[src/tsk_pkg.sv]
`timescale 1ns / 1ps
// Shared widths, defaults and the control bundle of the in-degree counter bank.
package tsk_pkg;

	// Width of one adjacency row and of the vertex field.
	localparam int ROW_W = 16;
	localparam int VIDX_W = 4;

	// Vertex count register.
	localparam int VC_W = 5;
	localparam logic [VC_W-1:0] VC_RESET = 5'd16;

	// In-degree counters hold up to one edge per row.
	localparam int DEG_W = 5;

	// Default vertex capacity.
	localparam int MAX_VERTICES_DEF = 16;

	// Operation requested from the counter bank in one cycle.
	typedef struct packed {
		logic inc;
		logic dec;
		logic clr;
	} deg_op_t;

endpackage

[src/tsk_degree_bank.sv]
`timescale 1ns / 1ps
// One in-degree counter per vertex, all updated in parallel.
module tsk_degree_bank #(
	parameter int LANES = tsk_pkg::MAX_VERTICES_DEF
) (
	input  logic                 clk,
	input  logic                 arst_n,
	input  tsk_pkg::deg_op_t     op,
	input  logic [LANES-1:0]     sel,
	output logic [LANES-1:0]     zero,
	output logic [LANES-1:0]     one
);

	logic [tsk_pkg::DEG_W-1:0] cnt_q [LANES];

	// Count up on loaded edges, count down on visited edges, saturating at zero; clr clears all.
	always_ff @(posedge clk or negedge arst_n) begin
		if (!arst_n) begin
			for (int i = 0; i < LANES; i++) cnt_q[i] <= '0;
		end else if (op.clr) begin
			for (int i = 0; i < LANES; i++) cnt_q[i] <= '0;
		end else begin
			for (int i = 0; i < LANES; i++) begin
				if (op.inc && sel[i]) begin
					cnt_q[i] <= cnt_q[i] + tsk_pkg::DEG_W'(1);
				end else if (op.dec && sel[i] && (cnt_q[i] != '0)) begin
					cnt_q[i] <= cnt_q[i] - tsk_pkg::DEG_W'(1);
				end
			end
		end
	end

	// Status flags per counter.
	always_comb begin
		for (int i = 0; i < LANES; i++) begin
			zero[i] = (cnt_q[i] == '0);
			one[i]  = (cnt_q[i] == tsk_pkg::DEG_W'(1));
		end
	end

endmodule

[src/topological_sort_kahn_unit.sv]
`timescale 1ns / 1ps
// Kahn topological sort over an adjacency matrix loaded one row per transfer.
// Input: a row transfer is taken when start is high and busy is low. It carries
// row_index, row_bits (bit j = edge to vertex j) and final_row. Each row is a
// read of the stored row from the adjacency memory, then the merged write and
// the in-degree increments.
// Configuration: cfg_wr_en writes cfg_wr_data into the vertex count; the user must
// do so only while idle, as the block itself does not enforce it.
// Output: every result is shown for one cycle with result_valid; the receiver
// cannot stall, so nothing is held back. After the final row, the sort seeds
// the queue, then per dequeued vertex does a queue memory read, an adjacency
// memory read and a parallel decrement, and enqueues each vertex that becomes
// ready. The status result closes the run with end_of_run set. Both memories
// have one registered read port, so each step waits for its read data. As the
// status result appears, the rows and counters are cleared at once, the rows
// through per-row valid bits, and busy drops.
// Reset: vertex count 16, empty graph, idle.
module topological_sort_kahn_unit #(
	parameter int MAX_VERTICES = tsk_pkg::MAX_VERTICES_DEF
) (
	input  logic                      clk,
	input  logic                      arst_n,
	input  logic                      start,
	output logic                      busy,
	input  logic [tsk_pkg::VIDX_W-1:0] row_index,
	input  logic [tsk_pkg::ROW_W-1:0]  row_bits,
	input  logic                      final_row,
	input  logic                      cfg_wr_en,
	input  logic [tsk_pkg::VC_W-1:0]   cfg_wr_data,
	output logic                      result_valid,
	output logic [tsk_pkg::VIDX_W-1:0] vertex,
	output logic                      is_status,
	output logic                      has_cycle,
	output logic                      end_of_run
);

	localparam int LANES = (MAX_VERTICES < tsk_pkg::ROW_W) ? MAX_VERTICES : tsk_pkg::ROW_W;
	localparam int LIDX = $clog2(LANES);
	localparam int CW = $clog2(LANES + 1);

	localparam logic [2:0] ST_IDLE = 3'd0;
	localparam logic [2:0] ST_LOAD = 3'd1;
	localparam logic [2:0] ST_SEED = 3'd2;
	localparam logic [2:0] ST_ENQ  = 3'd3;
	localparam logic [2:0] ST_QRD  = 3'd4;
	localparam logic [2:0] ST_ARD  = 3'd5;
	localparam logic [2:0] ST_STAT = 3'd6;

	logic [2:0]               state_q;
	logic [tsk_pkg::VC_W-1:0] vertex_count_q;
	logic [CW-1:0]            n_w;
	logic [LANES-1:0]         act_mask;
	logic                     accept;

	logic [LANES-1:0]         adj_mem [LANES];
	logic [LANES-1:0]         adj_rdata_q;
	logic                     adj_rvalid_q;
	logic [LIDX-1:0]          adj_raddr;
	logic [LANES-1:0]         adj_old;
	logic                     adj_we;
	logic [LANES-1:0]         row_valid_q;

	logic [LIDX-1:0]          queue_mem [LANES];
	logic [LIDX-1:0]          queue_rdata_q;
	logic                     q_we;
	logic [LIDX-1:0]          enc_idx;

	logic [CW-1:0]            head_q;
	logic [CW-1:0]            tail_q;
	logic [CW-1:0]            processed_q;
	logic [LANES-1:0]         pending_q;

	logic [LIDX-1:0]          row_q;
	logic                     row_ok_q;
	logic [LANES-1:0]         bits_q;
	logic                     last_q;
	logic [LIDX-1:0]          cur_q;

	tsk_pkg::deg_op_t         deg_op;
	logic [LANES-1:0]         deg_sel;
	logic [LANES-1:0]         deg_zero;
	logic [LANES-1:0]         deg_one;

	logic                     res_valid_q;
	logic [tsk_pkg::VIDX_W-1:0] res_vertex_q;
	logic                     res_status_q;
	logic                     res_cycle_q;

	assign busy   = (state_q != ST_IDLE);
	assign accept = start && !busy;

	// Vertex count in effect, clipped to the capacity.
	assign n_w = (vertex_count_q > tsk_pkg::VC_W'(LANES)) ? CW'(LANES) : CW'(vertex_count_q);

	always_comb begin
		for (int i = 0; i < LANES; i++) act_mask[i] = (n_w > CW'(i));
	end

	// Configuration register.
	always_ff @(posedge clk or negedge arst_n) begin
		if (!arst_n) begin
			vertex_count_q <= tsk_pkg::VC_RESET;
		end else if (cfg_wr_en) begin
			vertex_count_q <= cfg_wr_data;
		end
	end

	// Stored row as seen through its valid bit.
	assign adj_old = adj_rvalid_q ? adj_rdata_q : '0;
	assign adj_we  = (state_q == ST_LOAD) && row_ok_q;
	assign adj_raddr = (state_q == ST_IDLE) ? row_index[LIDX-1:0] : queue_rdata_q;

	// Adjacency memory: one read port, one write port.
	always_ff @(posedge clk) begin
		if (adj_we) adj_mem[row_q] <= adj_old | bits_q;
		adj_rdata_q  <= adj_mem[adj_raddr];
		adj_rvalid_q <= row_valid_q[adj_raddr];
	end

	// Lowest pending vertex enters the queue first.
	always_comb begin
		enc_idx = '0;
		for (int i = LANES - 1; i >= 0; i--) begin
			if (pending_q[i]) enc_idx = LIDX'(i);
		end
	end

	assign q_we = (state_q == ST_ENQ) && (pending_q != '0);

	// Order queue memory with one write port and one registered read port at the head.
	always_ff @(posedge clk) begin
		if (q_we) queue_mem[tail_q[LIDX-1:0]] <= enc_idx;
		queue_rdata_q <= queue_mem[head_q[LIDX-1:0]];
	end

	// Counter bank control.
	always_comb begin
		deg_op.inc = adj_we;
		deg_op.dec = (state_q == ST_ARD);
		deg_op.clr = (state_q == ST_STAT);
		deg_sel = (state_q == ST_ARD) ? (adj_old & act_mask) : (bits_q & ~adj_old);
	end

	tsk_degree_bank #(
		.LANES (LANES)
	) u_degree_bank (
		.clk    (clk),
		.arst_n (arst_n),
		.op     (deg_op),
		.sel    (deg_sel),
		.zero   (deg_zero),
		.one    (deg_one)
	);

	// Load item registers and the current dequeued vertex.
	always_ff @(posedge clk) begin
		if (accept) begin
			row_q  <= row_index[LIDX-1:0];
			bits_q <= row_bits[LANES-1:0] & act_mask;
			last_q <= final_row;
		end
		if (state_q == ST_QRD) cur_q <= queue_rdata_q;
	end

	// Sequencer for load, seed, enqueue, dequeue and status.
	always_ff @(posedge clk or negedge arst_n) begin
		if (!arst_n) begin
			state_q     <= ST_IDLE;
			row_ok_q    <= 1'b0;
			row_valid_q <= '0;
			head_q      <= '0;
			tail_q      <= '0;
			processed_q <= '0;
			pending_q   <= '0;
			res_valid_q <= 1'b0;
		end else begin
			res_valid_q <= 1'b0;
			case (state_q)
				ST_IDLE: begin
					if (accept) begin
						row_ok_q <= ({1'b0, row_index} < 5'(n_w));
						state_q  <= ST_LOAD;
					end
				end
				ST_LOAD: begin
					if (row_ok_q) row_valid_q[row_q] <= 1'b1;
					state_q <= last_q ? ST_SEED : ST_IDLE;
				end
				ST_SEED: begin
					pending_q   <= deg_zero & act_mask;
					head_q      <= '0;
					tail_q      <= '0;
					processed_q <= '0;
					state_q     <= ST_ENQ;
				end
				ST_ENQ: begin
					if (pending_q != '0) begin
						tail_q    <= tail_q + CW'(1);
						pending_q <= pending_q & (pending_q - LANES'(1));
					end else if (head_q < tail_q) begin
						state_q <= ST_QRD;
					end else begin
						state_q <= ST_STAT;
					end
				end
				ST_QRD: begin
					state_q <= ST_ARD;
				end
				ST_ARD: begin
					head_q      <= head_q + CW'(1);
					processed_q <= processed_q + CW'(1);
					pending_q   <= adj_old & act_mask & deg_one;
					res_valid_q <= 1'b1;
					state_q     <= ST_ENQ;
				end
				ST_STAT: begin
					row_valid_q <= '0;
					head_q      <= '0;
					tail_q      <= '0;
					processed_q <= '0;
					res_valid_q <= 1'b1;
					state_q     <= ST_IDLE;
				end
				default: begin
					state_q <= ST_IDLE;
				end
			endcase
		end
	end

	// Result payload.
	always_ff @(posedge clk) begin
		if (state_q == ST_ARD) begin
			res_vertex_q <= tsk_pkg::VIDX_W'(cur_q);
			res_status_q <= 1'b0;
			res_cycle_q  <= 1'b0;
		end else if (state_q == ST_STAT) begin
			res_vertex_q <= '0;
			res_status_q <= 1'b1;
			res_cycle_q  <= (processed_q != n_w);
		end
	end

	assign result_valid = res_valid_q;
	assign vertex       = res_vertex_q;
	assign is_status    = res_status_q;
	assign has_cycle    = res_cycle_q;
	assign end_of_run   = res_status_q;

endmodule

[config.mk]
export PLATFORM = sky130hd
export DESIGN_NAME = topological_sort_kahn_unit
export DESIGN_NICKNAME = d
export VERILOG_FILES = /design/src/tsk_pkg.sv /design/src/tsk_degree_bank.sv /design/src/topological_sort_kahn_unit.sv
export SDC_FILE = /design/constraint.sdc
export NUM_CORES = 1
export LEC_CHECK = 0
export BUFFER_PORTS_ARGS = -buffer_cell sky130_fd_sc_hd__buf_4
export CAP_MARGIN = 10
export CORE_MARGIN = 1.5
export CORE_UTILIZATION = 45
export CTS_BUF_LIST = sky130_fd_sc_hd__clkbuf_4 sky130_fd_sc_hd__clkbuf_8
export DETAILED_ROUTE_END_ITERATION = 8
export PLACE_DENSITY = 0.67
export SLEW_MARGIN = 20
export SYNTH_ARGS = -nofsm -noshare
export SYNTH_HDL_FRONTEND = slang
export SYNTH_HIERARCHICAL = 1
export SYNTH_SLANG_ARGS = --single-unit
[constraint.sdc]
create_clock -name clk -period 3.15 [get_ports clk]
set_input_delay 0.1575 -clock clk [delete_from_list [all_inputs] [get_ports clk]]
set_output_delay 0.1575 -clock clk [all_outputs]
set_load 0.05 [all_outputs]
Yosys cells after proc, flatten, opt, wreduce, memory -nomap -nowiden --
Memories as Yosys holds them, arrays and structs flattened. A register that Yosys moved wholly into a read port is not among the register bits. Cells that the tools add are included.
Storage, ports and cells: output and inout port bits 9, bits of input ports 30, register bits 169, memory bits (writable) 320, memories kept 2, word-level logic and storage cells 323
Memories:
- adj_mem | words 16, bits a word 16, read ports 1, clocked after memory_dff 1, wr ports 1, line topological_sort_kahn_unit.sv:55 | logic [LANES-1:0] adj_mem [LANES];
- queue_mem | words 16, bits a word 4, read ports 1, clocked after memory_dff 1, wr ports 1, line topological_sort_kahn_unit.sv:63 | logic [LIDX-1:0] queue_mem [LANES];
Operators by class: reduce and logical (&&, ||, !) cells 117, equality and inequality tests 27, bitwise operators 9, add/sub/neg operators 36, order comparisons 22, muxes and demuxes 77
Operators with widths (number):
- two-way mux 5 bit | 34
- AND 16 bit | 6
- adder 5 x 1 -> 5 bit (second input constant) | 19
- == test 5 x 1 -> 1 bit (second input constant) | 16
- logical NOT 5 bit | 16
- two-way mux 80 bit | 1
- nonzero test 5 bit | 16
- subtractor 5 x 1 -> 5 bit (second input constant) | 16
- two-way mux 4 bit | 19
- two-way mux 16 bit | 4
- nonzero test 3 bit | 18
- logical AND 1 bit | 52
- case mux 16 bit (3 select lines) | 1
- > comparator 5 x 4 -> 1 bit (second input constant) | 8
- bitwise OR 16 bit | 2
- case mux 16 bit (2 select lines) | 1
- case mux 5 bit (2 select lines) | 3
- > comparator 5 x 3 -> 1 bit (second input constant) | 4
- inverter 16 bit | 1
- nonzero test 16 bit | 1
- subtractor 16 x 1 -> 16 bit (second input constant) | 1
- case mux 3 bit (5 select lines) | 1
- > comparator 5 x 1 -> 1 bit (second input constant) | 2
- > comparator 5 x 2 -> 1 bit (second input constant) | 2
- other kinds (21) | 44

Logic depth before layout (Yosys ltp) --
Gate-level depths: netlist of the first run.
word-level depth 16, gate-level depth with buffers 11, depth with buffers taken out 8

Modules after synthesis --
The synthesis of the first run kept the hierarchy.
Modules (own cells, without submodules):
- topological_sort_kahn_unit | seq. area each 12368.1 sq um, cells each 1276, instances 1, area each 18108.6 sq um
- tsk_degree_bank | seq. area each 2001.9 sq um, cells each 670, instances 1, area each 6297.3 sq um

Worst setup path before layout of the first run --
Ideal clock, no wire load.
path kind register to register, from register state_q[1], to memory adj_mem[0][0] in the netlist's numbering (enable), required time 2.738 ns, stages on the path, launching flop included 6, data arrival time 2.551 ns, clock period less this slack 2.963 ns, setup slack 0.187 ns, setup time 0.412 ns, buffers on the path 1, cells stage by stage dfrtp_1 > buf_2 > nor4b_2 > nor2b_1 > nand2b_1 > nor3_1
Between the ends: cells in the longest elaborated chain, start to end 4
RTL lines:
- from (decl) | line topological_sort_kahn_unit.sv:49 | logic [2:0] state_q;
- from (signal assigned) | line topological_sort_kahn_unit.sv:187 | state_q <= last_q ? ST_SEED : ST_IDLE;
- == test 3 x 1 -> 1 bit | line topological_sort_kahn_unit.sv:110 | assign adj_we = (state_q == ST_LOAD) && row_ok_q;
- logical AND 1 bit | line topological_sort_kahn_unit.sv:110
- via adj_we | line topological_sort_kahn_unit.sv:60 | logic adj_we;
- two-way mux 1 bit | line topological_sort_kahn_unit.sv:115 | if (adj_we) adj_mem[row_q] <= adj_old | bits_q;
- two-way mux 1 bit (implied by the code) | line topological_sort_kahn_unit.sv:115
- to (decl) | line topological_sort_kahn_unit.sv:55
The timed path passes the listed nets, and every way through them passes these cells.

Final worst setup path of the first run --
from register state_q[2], to register u_degree_bank/cnt_q[4] in the netlist's numbering
Between the ends: cells in the longest elaborated chain, start to end 5, elaborated cells between the ends (all ways) 11, those cells by class eq/ne: 3; mux: 3; reduce/logical: 5
RTL lines:
- == test 3 bit * | line topological_sort_kahn_unit.sv:141 | deg_sel = (state_q == ST_ARD) ? (adj_old & act_mask) : (bits_q & ~adj_old);
- two-way mux 16 bit * | line topological_sort_kahn_unit.sv:141
- via deg_sel[15] | line topological_sort_kahn_unit.sv:80 | logic [LANES-1:0] deg_sel;
- logical AND 1 bit, on equally long branches | line tsk_degree_bank.sv:24, tsk_degree_bank.sv:26
- two-way mux 5 bit / logical AND 1 bit (equally long branches) | line tsk_degree_bank.sv:24, tsk_degree_bank.sv:26
- two-way mux 80 bit / nonzero test 3 bit (equally long branches)
- to (signal, indexed assignment) | line tsk_degree_bank.sv:25 | cnt_q[i] <= cnt_q[i] + tsk_pkg::DEG_W'(1);
- to (signal, indexed assignment) | line tsk_degree_bank.sv:27 | cnt_q[i] <= cnt_q[i] - tsk_pkg::DEG_W'(1);
- to (decl) | line tsk_degree_bank.sv:14 | logic [tsk_pkg::DEG_W-1:0] cnt_q [LANES];
Mark *: on every way through the listed nets, which the timed path passes. The rest lies on a longest branch. A chain may end at the register's enable or synchronous reset.

==> run summary, run 1 <==
======================================================================================
Number of primary I/O pins                                                          39
Timing-limited maximum frequency                                               342 MHz
Portion of the post-synthesis area used by sequential elements                   0.589
Clk buf depth                                                                        3
Ys async rst share                                                               0.269
Most used flip-flop cell after synthesis                                      edfxtp_1
Port bufs                                                                           38
CTS sink cnt                                                                       509
First-pass GRT wire length                                                     90.4 mm
Clock slew at the register clock pins of the worst setup and hold paths        0.07 ns
Via density per instance                                                          5.67
Pins over their slew limit                                                           0
Combinational family with the most area after synthesis                   simple AND/OR/NAND/NOR gates
Post-detailed-placement half-perimeter wirelength                              37.5 mm
Syn_nets                                                                         2,052
Number of nets at the end of the flow                                            2,190
Class of the tightest hold or removal check                                in -> async
Worst hold margin                                                            0.0811 ns
FF+latch count, synth                                                              509
Library cell with the highest instance count after synthesis                  edfxtp_1
Area share of fa/ha/maj cells after synthesis                                   0.0390
Library cell occupying the most area in the post-synthesis netlist            edfxtp_1
Area of the mapped netlist                                                24,400 sq um
Complex-gate fraction of the synthesized area                                   0.0840
Critical Path Fanout Max                                                            34
Area of all placed cells without fillers                                  27,900 sq um
Largest clock skew in the final design                                       0.0359 ns
Synth warnings                                                                       6
Overall track demand over capacity in global routing                             0.209
Clock tree from TritonCTS                                                        built
Clock insertion delay at the later pin of the skew report                      0.69 ns
Most used cell along the critical path                                         o21ai_0
Initial standard-cell utilization of the core                                    0.454
Number of global-route vias before repair                                       16,100
Critical path's slowest cell                                                   dfrtp_1
Core outline area                                                         53,700 sq um
Final Hold Vio Count                                                                 0
Total overflow reported by the global router                                         0
Pin count of the biggest net entering global routing                               122
Leakage                                                                        10.7 nW
Crit end category                                                            flip-flop
Remaining antenna violation count after routing                                      0
Final design utilization                                                         0.520
Simple logic cell fraction of the synthesized area                               0.139
Number of instances in the synthesized netlist                                   1,946
Fraction of synthesized area in multiplexers                                     0.103
Drt initial violations                                                           1,262
Fraction of final layout cells with drive strength greater than 1                0.181
List of cells traversed by the critical path                              nand3b_1, buf_12, o21ai_0, nand2_1, o21ai_0, a21boi_0, mux2_2
Post-layout minimum cycle time                                                 2.93 ns
Transition time at the pin with the least slew margin                         0.704 ns
Post-synthesis average cell area                                            12.5 sq um
Cell Area, Placed                                                         25,800 sq um
DR vias                                                                         16,200
Initial antenna violation count                                                      1
Setup violation total in the final timing report                                     0
DIE WIDTH                                                                       236 um
Total DRC errors in the routed layout                                                0
Commonest cells in the netlist                                            edfxtp_1 (349), nor2_1 (185), mux2i_1 (151)
Total Wirelength                                                               57.6 mm
Reported max-cap violation count                                                     0
Slew HR                                                                          0.528
Placer congestion estimate                                                       0.893
Kind of launch point of the worst setup path                                 flip-flop
Worst supply voltage drop on vdd                                              0.588 mV
Core Rows                                                                           85
Result of the run                                                            completed
Setup repair after global routing missed its margin                              false
WL/cell                                                                        20.2 um
Max H-tree Level                                                                     3
Sum of internal, switching and leakage power                                   25.3 mW
Critical path data arrival time                                                3.49 ns
Number of detailed-route iterations in the first pass                                5
Number of distinct library cells after synthesis                                    75
Die height                                                                      236 um
Number of CTS-inserted buffers                                                      85
Layout-stage area growth over the synthesis result                               14.4%
Post-route fraction of the period consumed by the critical path                  0.929
Filler instances                                                                 4,458
Leading cell types by total area after synthesis                          edfxtp_1 (43%), dfrtp_1 (14%), mux2i_1 (6.2%)
Type of the worst setup path                                                reg -> reg
Post-synth EDFFs                                                                   349
Total Die Area                                                            55,600 sq um
Xor/xnor cell area share of the yosys netlist                                   0.0147
Setup TNS                                                                         0 ns
Critical Path Max Stage Delay                                                  0.59 ns
Power per Cell Area                                                        905 nW/um^2
Clock root buffer                                                             clkbuf_8
Synth top area share                                                             0.429
Required arrival time at the worst endpoint                                    3.71 ns
======================================================================================
repair_timing:
item	in CTS	in global routing
resized for setup	0	5
hold buffers	33	0
setup buffers	0	0
setup endpoints to repair	0	7
hold endpoints to repair	90	0
logic make-up after synthesis:
logic type | count (synthesis)
and+or+nand+nor | 609
DFF | 509
AOI/OAI and AO/OA | 319
muxes | 233
buffers and inverters | 159
adders and majority gates | 76
xor gates and xnor gates | 41
stage by stage:
step | setup slack [ns] | std cells
2_1_floorplan | 0.187 | 1946
3_3_place_gp | 0.309 | 2660
3_5_place_dp | 0.243 | 2660
4_1_cts | 0.222 | 2853
5_1_grt | 0.00135 | 2854
6_report | 0.223 | 2854
cell type report:
cell class | instances | area, sq um | area share
timing repair buffer | 148 | 1300 | 0.0465
clock buffer | 120 | 1480 | 0.0531
sequential | 509 | 14400 | 0.515
tap | 696 | 871 | 0.0312
multi-input combinational | 1278 | 9390 | 0.336
antenna | 1 | 2.50 | 0.0000896
inverter | 62 | 234 | 0.00838
clock inverter | 40 | 287 | 0.0103
state kept, by name (all words and copies together), names as in the netlist:
name / cells
head_q: 5
state_q: 3
queue_mem: 64
bits_q: 16
tail_q: 5
processed_q: 5
queue_rdata_q: 4
vertex_count_q: 5
last_q: 1
adj_rdata_q: 16
has_cycle: 1
adj_mem: 256
end_of_run: 1
row_q: 4
row_valid_q: 16
row_ok_q: 1
pending_q: 16
u_degree_bank/cnt_q: 80
result_valid: 1
cur_q: 4
adj_rvalid_q: 1
vertex: 4
report_power, final:
part / total, mW / leakage, nW / switching (mW) / internal [mW]
clock network: 6.06 / 0.946 / 2.74 / 3.32
registers: 9.84 / 5.13 / 1.26 / 8.58
logic: 9.38 / 4.62 / 5.42 / 3.96
total: 25.3 / 10.7 / 9.42 / 15.9
final timing paths:
| kind | from | end | slack, ns | depth (start not counted) |
|---|---|---|---|---|
| worst max-delay path | state_q[2] | u_degree_bank/cnt_q[4] | 0.22 | 7 |
| worst min-delay path | arst_n | u_degree_bank/cnt_q[50] | 0.08 | 2 |
| worst max register to register | state_q[2] | u_degree_bank/cnt_q[4] | 0.22 | 7 |
| worst min register to register | queue_rdata_q[2] | cur_q[2] | 0.47 | 0 |
| max in group asynchronous | arst_n | row_valid_q[10] | 2.10 | 3 |
| min in group clk | final_row | last_q | 0.19 | 2 |
worst max-delay path, delay by kind of cell (launching register included):
kind            cells  cell delay [ns]
simple gates        2             0.46
buf+inv             1             0.26
compound gates      3             1.09
flops               1             0.59
mux                 1             0.38
per-layer routing:
layer  wire length [um]  global-route usage  vias up
li1                   -                   -     7531
met1              26200               0.288     8039
met2              27100               0.334      490
met3               2690              0.0339      111
met4               1630              0.0762        0
met5                  0                   0        -
placed cells by master, fill, tap and decap left out, types with 12 or more instances in the layout:
master | Yosys | routed
a21oi_1 | 74 | 74
a22oi_1 | 21 | 21
a31oi_1 | 16 | 16
and2_1 | 24 | 24
and4_1 | 12 | 12
buf_4 | 4 | 106
clkbuf_4 | 1 | 27
clkbuf_8 | 0 | 93
clkinv_1 | 0 | 14
clkinv_2 | 0 | 17
dfrtp_1 | 136 | 135
dfxtp_1 | 23 | 23
dlygate4sd3_1 | 0 | 33
edfxtp_1 | 349 | 349
ha_1 | 76 | 76
inv_1 | 61 | 60
mux2_2 | 67 | 67
mux2i_1 | 151 | 149
nand2_1 | 109 | 109
nand2b_1 | 29 | 29
nand3_1 | 56 | 56
nand4_1 | 25 | 25
nor2_1 | 185 | 174
nor2b_1 | 45 | 45
nor3_1 | 16 | 12
nor4_1 | 17 | 17
nor4b_1 | 16 | 16
nor4b_4 | 14 | 15
o21ai_0 | 84 | 82
o221ai_1 | 17 | 17
o31ai_1 | 21 | 18
o41ai_1 | 18 | 18
or4_1 | 26 | 26
xnor2_1 | 36 | 36
No activity file was read; power rests on OpenSTA's default activity.
==> run 2, diff against run 1 <==
--- a/config.mk
+++ b/config.mk
@@ -9,5 +9,6 @@
 export CAP_MARGIN = 10
-export CORE_MARGIN = 1.5
+export CORE_MARGIN = 1
 export CORE_UTILIZATION = 45
 export CTS_BUF_LIST = sky130_fd_sc_hd__clkbuf_4 sky130_fd_sc_hd__clkbuf_8
+export CTS_CLUSTER_SIZE = 16
 export DETAILED_ROUTE_END_ITERATION = 8
--- a/constraint.sdc
+++ b/constraint.sdc
@@ -3,2 +3,2 @@
 set_output_delay 0.1575 -clock clk [all_outputs]
-set_load 0.05 [all_outputs]
+set_load 0.1 [all_outputs]
==> run 2 against run 1 <==
Clock-buffer cell count up 7. Die area down 0.85%. Global-route usage down 0.42 points. Clock skew down 0.0019 ns. Highest routed layer unchanged. Register-to-register slack better by 0.05 ns. Wire length down 2.8%. Largest power group unchanged. Critical path depth up 1. Cell count down 0.60%. Hold slack worse by 0.031 ns.
==> run summary, run 2 (synthesis gave the netlist of run 1 again) <==
======================================================================================
Result of the run                                                            completed
Slew HR                                                                          0.244   -0.284
Via density per instance                                                          5.64   -0.48%
Flip-flop count of the largest register after layout                               256   unchanged
Pre-CTS setup slack                                                           0.317 ns   +0.0735 ns
Most common cell after layout, fill and taps aside                            edfxtp_1
Setup TNS                                                                         0 ns   unchanged
Core Rows                                                                           84   -1.2%
Cell Area, Placed                                                         25,800 sq um   about the same
Fraction of final layout cells with drive strength greater than 1                0.178   -0.00242
DR vias                                                                         16,000   -1.1%
Core outline area                                                         53,100 sq um   -1.2%
Required arrival time at the worst endpoint                                    3.69 ns   -0.02 ns
Drt initial violations                                                           1,335   +5.8%
Number of nets at the end of the flow                                            2,182   -0.37%
Total overflow reported by the global router                                         0   unchanged
Largest clock skew in the final design                                       0.0340 ns   -0.00195 ns
Postcts setup bufs                                                                   0   unchanged
Number of global-route vias before repair                                       15,900   -1.2%
Number of primary I/O pins                                                          39   unchanged
Post-route fraction of the period consumed by the critical path                  0.915   -0.0143
Clock insertion delay at the later pin of the skew report                      0.66 ns   -0.03 ns
Commonest cells after routing, fill and taps aside                        edfxtp_1 (349), nor2_1 (173), mux2i_1 (149)
Worst hold margin                                                            0.0497 ns   -0.0314 ns
Sw Pwr                                                                         9.43 mW   +0.12%
Clock slew at the register clock pins of the worst setup and hold paths        0.07 ns   about the same
WL/cell                                                                        19.8 um   -2.2%
Critical Path Fanout Max                                                            23   -32%
Number of CTS-inserted buffers                                                      85   unchanged
Initial standard-cell utilization of the core                                    0.460   +0.00541
Setup violation total in the final timing report                                     0   unchanged
Reported max-cap violation count                                                     0   unchanged
Remaining antenna violation count after routing                                      0   unchanged
Leakage                                                                        10.7 nW   about the same
Timing-limited maximum frequency                                               347 MHz   +1.6%
Register ranked first by flip-flop count                                       adj_mem
Final Hold Vio Count                                                                 0   unchanged
Type of the worst setup path                                                reg -> reg
Critical path data arrival time                                                3.42 ns   -0.07 ns
Register area                                                             14,400 sq um   about the same
Worst supply voltage drop on vdd                                              0.700 mV   +19%
Routed met1 length                                                             25.3 mm   -3.7%
Sum of met2 wire segment lengths after detailed routing                        26.4 mm   -2.5%
Dominant delay contributor by cell family on the critical path            compound AO/OA/AOI/OAI gates
Post-layout minimum cycle time                                                 2.88 ns   -0.0451 ns
Max H-tree Level                                                                     3   unchanged
Initial antenna violation count                                                      3   +2
Post-detailed-placement half-perimeter wirelength                              37.2 mm   -1.0%
DIE WIDTH                                                                       235 um   -0.42%
Share of total power consumed by net switching                                   0.372   about the same
First-pass GRT wire length                                                     88.6 mm   -2.1%
CTS sink cnt                                                                       509   unchanged
Clock tree from TritonCTS                                                        built
Power per Cell Area                                                        907 nW/um^2   +0.26%
Count of hold-fix buffers inserted at cts                                           33   unchanged
Die height                                                                      235 um   -0.42%
Port bufs                                                                           38   unchanged
Clock root buffer                                                             clkbuf_8
Setup repair after global routing missed its margin                              false
Routed met3 length                                                             3.17 mm   +18%
Proportion of power drawn by combinational gates                                 0.373   +0.002
Total Die Area                                                            55,200 sq um   -0.85%
Pin count of the biggest net entering global routing                                70   -43%
List of cells traversed by the critical path                              buf_4, or2_2, a21oi_1, o31ai_1, nand2_1, o21ai_0, a21boi_0, mux2_2
Total DRC errors in the routed layout                                                0   unchanged
Crit path buffers/inverters                                                          1   unchanged
Placer congestion estimate                                                       0.856   -4.1%
Transition time at the pin with the least slew margin                          1.13 ns   +0.425 ns
Share of total power in sequential cells                                         0.387   -0.002
Overall track demand over capacity in global routing                             0.205   -0.00417
Crit end category                                                            flip-flop
Final design utilization                                                         0.526   +0.00595
Cts repair resizes                                                                   0   unchanged
Number of detailed-route iterations in the first pass                                5   unchanged
Clk buf depth                                                                        3   unchanged
Total Wirelength                                                               56.0 mm   -2.8%
Critical path's slowest cell                                                   o31ai_1
Internal                                                                       15.9 mW   +0.27%
Kind of launch point of the worst setup path                                 flip-flop
Critical Path Max Stage Delay                                                  0.54 ns   -0.05 ns
Filler instances                                                                 4,428   -0.67%
Layout-stage area growth over the synthesis result                               14.4%   about the same
Final setup slack of the worst path                                           0.268 ns   +0.0451 ns
Area occupied by multi-input gates                                          9370 sq um   -0.13%
Power share of the clock group                                                   0.239   about the same
Pins over their slew limit                                                           0   unchanged
Area of all placed cells without fillers                                  27,900 sq um   about the same
Class of the tightest hold or removal check                                in -> async
Top routing layer used                                                            met4
======================================================================================
-- run 2: routing by layer --
metal  GRT usage  vias up
met4      0.0720        0
li1            -     7533
met2       0.327      468
met5           0        -
met3      0.0350       84
met1       0.281     7913
-- run 2: final cells by class --
cell class / instances / area share
Inverter: 62 / 0.00838
Tap cell: 688 / 0.0308
Antenna cell: 2 / 0.000179
Sequential cell: 509 / 0.515
Multi-Input combinational cell: 1278 / 0.336
Timing Repair Buffer: 140 / 0.0461
Clock inverter: 31 / 0.00748
Clock buffer: 127 / 0.0566
-- run 2: final timing paths --
path / startpoint / to / slack (ns) / cells after the start
max: vertex_count_q[4] / u_degree_bank/cnt_q[59] / 0.27 / 8
min: arst_n / u_degree_bank/cnt_q[50] / 0.05 / 2
max reg2reg: vertex_count_q[4] / u_degree_bank/cnt_q[59] / 0.27 / 8
min reg2reg: queue_rdata_q[2] / cur_q[2] / 0.46 / 0
max in group asynchronous: arst_n / head_q[1] / 2.16 / 3
min in group clk: final_row / last_q / 0.24 / 2
-- run 2: power by group through the flow --
stage	clock [mW]	sequential, mW	combinational (mW)
finish	6.07	9.81	9.45
global route	6.52	9.95	10.4
floorplan	0	9.74	6.85
CTS	6.21	9.80	9.47
global placement	0	9.86	9.16
detailed placement	0	9.92	9.39
-- run 2: metrics by stage --
stage / cells / power [mW]
after CTS: 2835 / 25.5
after global placement: 2644 / 19.0
after detailed placement: 2644 / 19.3
final: 2837 / 25.3
after floorplan: 1946 / 16.6
after global routing: 2836 / 26.9
